--- config.mk ---
export PLATFORM = sky130hd
export DESIGN_NAME = irls_ram
export DESIGN_NICKNAME = d
export VERILOG_FILES = /design/src/hdl/intra_route_local_search_macros.svh /design/src/hdl/irls_ram.sv
export SDC_FILE = /design/constraint.sdc
export NUM_CORES = 1
export LEC_CHECK = 0
export BUFFER_PORTS_ARGS = -buffer_cell sky130_fd_sc_hd__buf_2
export CAP_MARGIN = 25
export CORE_UTILIZATION = 55
export DETAILED_ROUTE_END_ITERATION = 8
export PLACE_DENSITY_LB_ADDON = 0.1
export SYNTH_ARGS = -nofsm -noshare
export SYNTH_HDL_FRONTEND = slang
export SYNTH_SLANG_ARGS = --single-unit
--- constraint.sdc ---
create_clock -name clk -period 2.6 [get_ports clk]
set_input_delay 0.52 -clock clk [delete_from_list [all_inputs] [get_ports clk]]
set_output_delay 0.52 -clock clk [all_outputs]
set_load 0.02 [all_outputs]
--- src/hdl/intra_route_local_search_macros.svh ---
// Assertion macros for the intra-route local search block.
// Included by the RTL files that carry assertions; depends on clk and rst_n.
`ifndef INTRA_ROUTE_LOCAL_SEARCH_MACROS_SVH
`define INTRA_ROUTE_LOCAL_SEARCH_MACROS_SVH
`ifndef SYNTH
// same-cycle implication
`define IRLS_ASSERT_NOW(lbl, ante, cons) \
  lbl: assert property (@(posedge clk) disable iff (!rst_n) (ante) |-> (cons)) \
    else $error("assertion failed");
// next-cycle implication
`define IRLS_ASSERT_NEXT(lbl, ante, cons) \
  lbl: assert property (@(posedge clk) disable iff (!rst_n) (ante) |=> (cons)) \
    else $error("assertion failed");
`else
`define IRLS_ASSERT_NOW(lbl, ante, cons)
`define IRLS_ASSERT_NEXT(lbl, ante, cons)
`endif
`endif

--- src/hdl/irls_ram.sv ---
// Generic single-port-write, single-port-read RAM with registered read data.
// No dependencies.
`default_nettype none
module irls_ram #(
  parameter int WIDTH = 8,
  parameter int DEPTH = 32
) (
  input  wire logic                     clk,
  input  wire logic                     we,
  input  wire logic [$clog2(DEPTH)-1:0] waddr,
  input  wire logic [WIDTH-1:0]         wdata,
  input  wire logic [$clog2(DEPTH)-1:0] raddr,
  output logic      [WIDTH-1:0]         rdata
);
  logic [WIDTH-1:0] mem [DEPTH];

  always_ff @(posedge clk) begin
    if (we) mem[waddr] <= wdata;
    rdata <= mem[raddr];
  end
endmodule
`default_nettype wire

==> results.cfg, run 1 <==
[floorplan]
die_height_um = 137
io_pins = 28
core-area_um2 = 18000
rows = 49
dieWidth_um = 137
dieArea_um2 = 18800
start_util = 0.560

[setup_path]
crit_chain = buf_4 > buf_12 > mux4_2 > mux4_2 > mux2_2
cp-end-kind = flop
path_class = in -> reg
required_ps = 3000
worst_setup_path_start_kind = primary input
timing.critical_path.mode_cell = mux4_2
crit_arrival_ps = 2330
worst-path-max-fanout = 23
crit_slowest_cell = mux4_2
slowest_delay_ps = 600

[route]
via_per_inst = 6.13
drc = 0
wirelength_um = 20600
ant_nets = 0
wl_per_cell_um = 27.7
drtPass1Iterations = 4
drtIter0Drc = 379
vias = 4559

[place]
dp_hpwl_um = 13200
port_buffers = 27
gp_congestion = 0.753

[layout]
insertedDiodeCount = 0
fillerInstances = 1200
layout_common_cells = edfxtp_1 (256), mux4_2 (80), buf_4 (41)
final_nets = 515
drive_gt1_frac = 0.386
final_common_cell = edfxtp_1
multi_input_area_um2 = 2100
syn_to_final_growth_pct = 15.4
seq_area_um2 = 7850

[global_route]
grt_pass1_wl_um = 30500
gr-usage-all-layers = 0.235
grt-ovfl-total = 0
grt_pass1_vias = 4624
antenna_found_initial = 0
grt_max_degree = 34

[clock_tree]
cts_root_buf = clkbuf_16
cts_setup_buffers = 0
ctsHoldBuffers = 0
h-tree-depth = 1
cts_buffers = 26
clock_sinks = 264
cts_resized = 0
clk_pin_slew_ps = 60
insertion_delay_ps = 520
cts_tree = built
clock_path_buffers = 3

[timing]
final.setup.tns_ps = 0
rsz0062_at_grt = false
fin_crit_sh = 0.744
skew_ps = 17.3
finalHoldViolCount = 0
finalSetupViolCount = 0
min_period_ps = 1930
tightest_slew_ps = 608
max_freq_mhz = 517
slew_headroom = 0.595
drv_slew = 0

[pwr]
p_leak_nw = 3.74
total_power_mw = 8.97
power.density_nw_per_um2 = 773
ir_drop_uv = 539

[synthesis]
post_synth_num_cell_types = 15
syn_avg_cell_area_um2 = 24.1
synth_cells = 417
syn_nets = 437
yosys_warnings = 0
synth-seq-area-share = 0.781
syn_area_um2 = 10100
synth-seq-cells = 264

[worst_hold_path]
hp-class = in -> reg

[job]
maxCapViolations = 0

[outcome]
outcome = finished, final reports clean
## worst paths after layout
| kind | depth (start not counted) | slack [ps] | start | to |
|---|---|---|---|---|
| worst max-delay path | 5 | 670 | raddr[0] | rdata[4] |
| worst min-delay path | 2 | 470 | raddr[3] | rdata[3] |
| worst max register to register | 3 | 750 | mem[29][4] | rdata[4] |
| worst min register to register | 3 | 910 | mem[6][1] | rdata[1] |
## metal layers
metal | part of all wire | track usage | wire, um
met5 | 0 | 0 | 0
met2 | 0.47 | 0.353 | 9660
met3 | 0.091 | 0.0537 | 1870
met1 | 0.43 | 0.356 | 8780
met4 | 0.015 | 0.0549 | 299
## state kept, by name, summed over array words and instances, names as in the netlist
| signal | cells |
|---|---|
| rdata | 8 |
| mem | 256 |
## cell families (layout without fill, tap and decap cells)
family,Yosys count,in the layout,share of synthesized area
flops,264,264,0.781
mux,88,88,0.188
buf+inv,20,118,0.0106
simple gates,45,45,0.0207
## cell usage after synthesis
library cell  instances  area [um^2]
or3b_2                3         26.3
nand3b_1              5         37.5
nand3_1               2         10.0
nor2_1               33          124
nand2_1               1         3.75
or3_1                 1         6.26
buf_2                 1         5.00
clkbuf_1              6         22.5
buf_6                 1         11.3
buf_1                 6         22.5
mux2_2                8         90.1
edfxtp_1            256         7690
mux4_2               80         1800
buf_4                 6         45.0
dfxtp_1               8          160
## layout make-up
class / count / area share
sequential: 264 / 0.676
multi-input combinational: 133 / 0.181
clock buffer: 43 / 0.0686
timing repair buffer: 70 / 0.0429
tap: 229 / 0.0247
clock inverter: 5 / 0.00647
## critical path, delay by kind of cell
| kind | cells | cell delay (ps) |
|---|---|---|
| buffers and inverters | 2 | 360 |
| multiplexers | 3 | 1420 |
## per-stage QoR
step | std cells | setup WS [ps] | instance area [um^2] | util | hold slack, ps
5_1_grt | 744 | 646 | 11600 | 0.646 | 451
3_5_place_dp | 696 | 161 | 10700 | 0.597 | 904
2_1_floorplan | 417 | 278 | 10100 | - | 619
4_1_cts | 744 | 691 | 11600 | 0.646 | 448
6_report | 744 | 666 | 11600 | 0.646 | 466
3_3_place_gp | 696 | 160 | 10700 | 0.597 | 890
## where the power goes
group,switching [mW],internal [mW]
combinational,0.266,0.204
clock,1.47,2.28
sequential,0.0212,4.73
total,1.76,7.21
(Power assumes the default switching activity.)
==> run 2, diff against run 1 <==
--- a/config.mk
+++ b/config.mk
@@ -5,6 +5,7 @@
 export SDC_FILE = /design/constraint.sdc
 export NUM_CORES = 1
 export LEC_CHECK = 0
+export ABC_AREA = 1
 export BUFFER_PORTS_ARGS = -buffer_cell sky130_fd_sc_hd__buf_2
 export CAP_MARGIN = 25
 export CORE_UTILIZATION = 55
==> constraint.sdc (replaced) <==
create_clock -name clk -period 1.98 [get_ports clk]
set_input_delay 0.396 -clock clk [delete_from_list [all_inputs] [get_ports clk]]
set_output_delay 0.396 -clock clk [all_outputs]
set_load 0.02 [all_outputs]
==> results.cfg, run 2 <==
[timing]
max_freq_mhz = 666
skew_ps = 15.8
finalHoldViolCount = 0
fin_crit_sh = 0.758
final.setup.tns_ps = 0
min_period_ps = 1500
rsz0062_at_grt = false
slew_headroom = 0.493
finalSetupViolCount = 0
drv_slew = 0
tightest_slew_ps = 760
timing.final.ws_setup_ps = 478

[layout]
regMostFlops = mem
drive_gt1_frac = 0.116
final_nets = 989
insertedDiodeCount = 0
syn_to_final_growth_pct = 13.1
layout_common_cells = nand2_1 (360), edfxtp_1 (256), nand3_1 (204)
finalInstanceArea_um2 = 12200
final_common_cell = nand2_1
top_regs = mem x256, rdata x8
fillerInstances = 1480
largest_reg_flops = 256
stdcell_count = 1249

[setup_path]
path_class = reg -> out
worst-path-max-fanout = 1
cp-end-kind = primary output
slowest_delay_ps = 380
path_delay_family = flip-flops
reg2reg_slack_ps = 800
required_ps = 1580
crit_slowest_cell = dfxtp_1
worst_setup_path_start_kind = flop
path_buf_inv = 1
crit_chain = buf_2
crit_arrival_ps = 1110

[clock_tree]
clock_path_buffers = 3
cts_buffers = 27
insertion_delay_ps = 540
cts_tree = built
cts_resized = 0
clk_pin_slew_ps = 60
ctsHoldBuffers = 0
cts_setup_buffers = 0
cts_root_buf = clkbuf_16
clock_sinks = 264
h-tree-depth = 1

[route]
drc = 0
vias = 6935
drtPass1Iterations = 5
drtIter0Drc = 639
via_per_inst = 5.55
ant_nets = 0
wirelength_um = 24700
wl_per_cell_um = 19.8

[global_route]
grt-ovfl-total = 0
antenna_found_initial = 1
grt_max_degree = 65
grt_pass1_wl_um = 38100
grt_pass1_vias = 6771
gr-usage-all-layers = 0.253

[place]
post-place-ws_ps = 218
dpl-instance-area_um2 = 11300
dp_hpwl_um = 14200
place_inst = 1200
gp_congestion = 0.849
port_buffers = 27

[synthesis]
synth_top_area_frac = 0.713
syn_avg_cell_area_um2 = 11.7
synthFlopType = edfxtp_1
synth_top_area_cell = edfxtp_1
syn_area_um2 = 10800
synth_cells = 922
synth_area_leaders = edfxtp_1 (71%), nand2_1 (13%), nand3_1 (9.5%), buf_6 (2.5%), dfxtp_1 (1.5%)
async_reset_ff_frac = 0
synth-seq-cells = 264
syn_nets = 942
yosys_warnings = 0
synth-edff-count = 256
synth_common_cells = nand2_1 (360), edfxtp_1 (256), nand3_1 (204), nor2_1 (32), buf_6 (24)
yosysMostFrequentCell = nand2_1
post_synth_num_cell_types = 12
synth-seq-area-share = 0.728

[floorplan]
die_height_um = 142
dieArea_um2 = 20200
dieWidth_um = 142
core-area_um2 = 19000
start_util = 0.569
io_pins = 28
rows = 50

[outcome]
outcome = finished, final reports clean

[pwr]
power.density_nw_per_um2 = 1020
p_leak_nw = 4.59
ir_drop_uv = 1140

[job]
maxCapViolations = 0

[worst_hold_path]
hp-class = in -> reg
==> run 2: layout make-up <==
class / instances / area (um^2) / share of cell area
clock buffer: 30 / 687 / 0.0563
inverter: 10 / 38.8 / 0.00318
multi-input combinational: 596 / 2490 / 0.204
clock inverter: 19 / 260 / 0.0213
sequential: 264 / 7850 / 0.643
timing repair buffer: 70 / 548 / 0.0449
tap: 260 / 325 / 0.0267
==> run 2: path summary, 6_finish.rpt <==
check,startpoint,end,depth (start not counted)
min,raddr[4],rdata[0],3
max reg2reg,mem[17][3],rdata[3],8
min reg2reg,mem[10][4],rdata[4],8
max,rdata[3],rdata[3],1
==> run 2: cells by family (layout without fill, tap and decap cells) <==
kind of cell	after synthesis	after routing	share of synthesized area
and+or+nand+nor	596	596	0.231
DFF	264	264	0.728
buffers and inverters	62	129	0.0414
==> run 2: per-stage QoR <==
step                      utilization  power (mW)  hold WS [ps]
after floorplan                     -        6.82           495
after global placement          0.594        7.10           739
after detailed placement        0.594        7.11           747
after CTS                       0.644        12.5           190
after global routing            0.644        12.7           210
final                           0.644        12.4           216
==> run 2: report_power, final <==
group	internal (mW)	switching, mW	total (mW)	leakage, nW
Sequential	6.21	0.0331	6.24	2.37
Clock	3.29	2.10	5.39	0.455
Combinational	0.205	0.544	0.749	1.76
Total	9.70	2.68	12.4	4.59
==> run 2: per-layer routing <==
| layer | GRT usage | wire length (um) |
|---|---|---|
| met3 | 0.0360 | 1610 |
| met2 | 0.419 | 11900 |
| met4 | 0.0385 | 221 |
| met5 | 0 | 12 |
| met1 | 0.366 | 11000 |
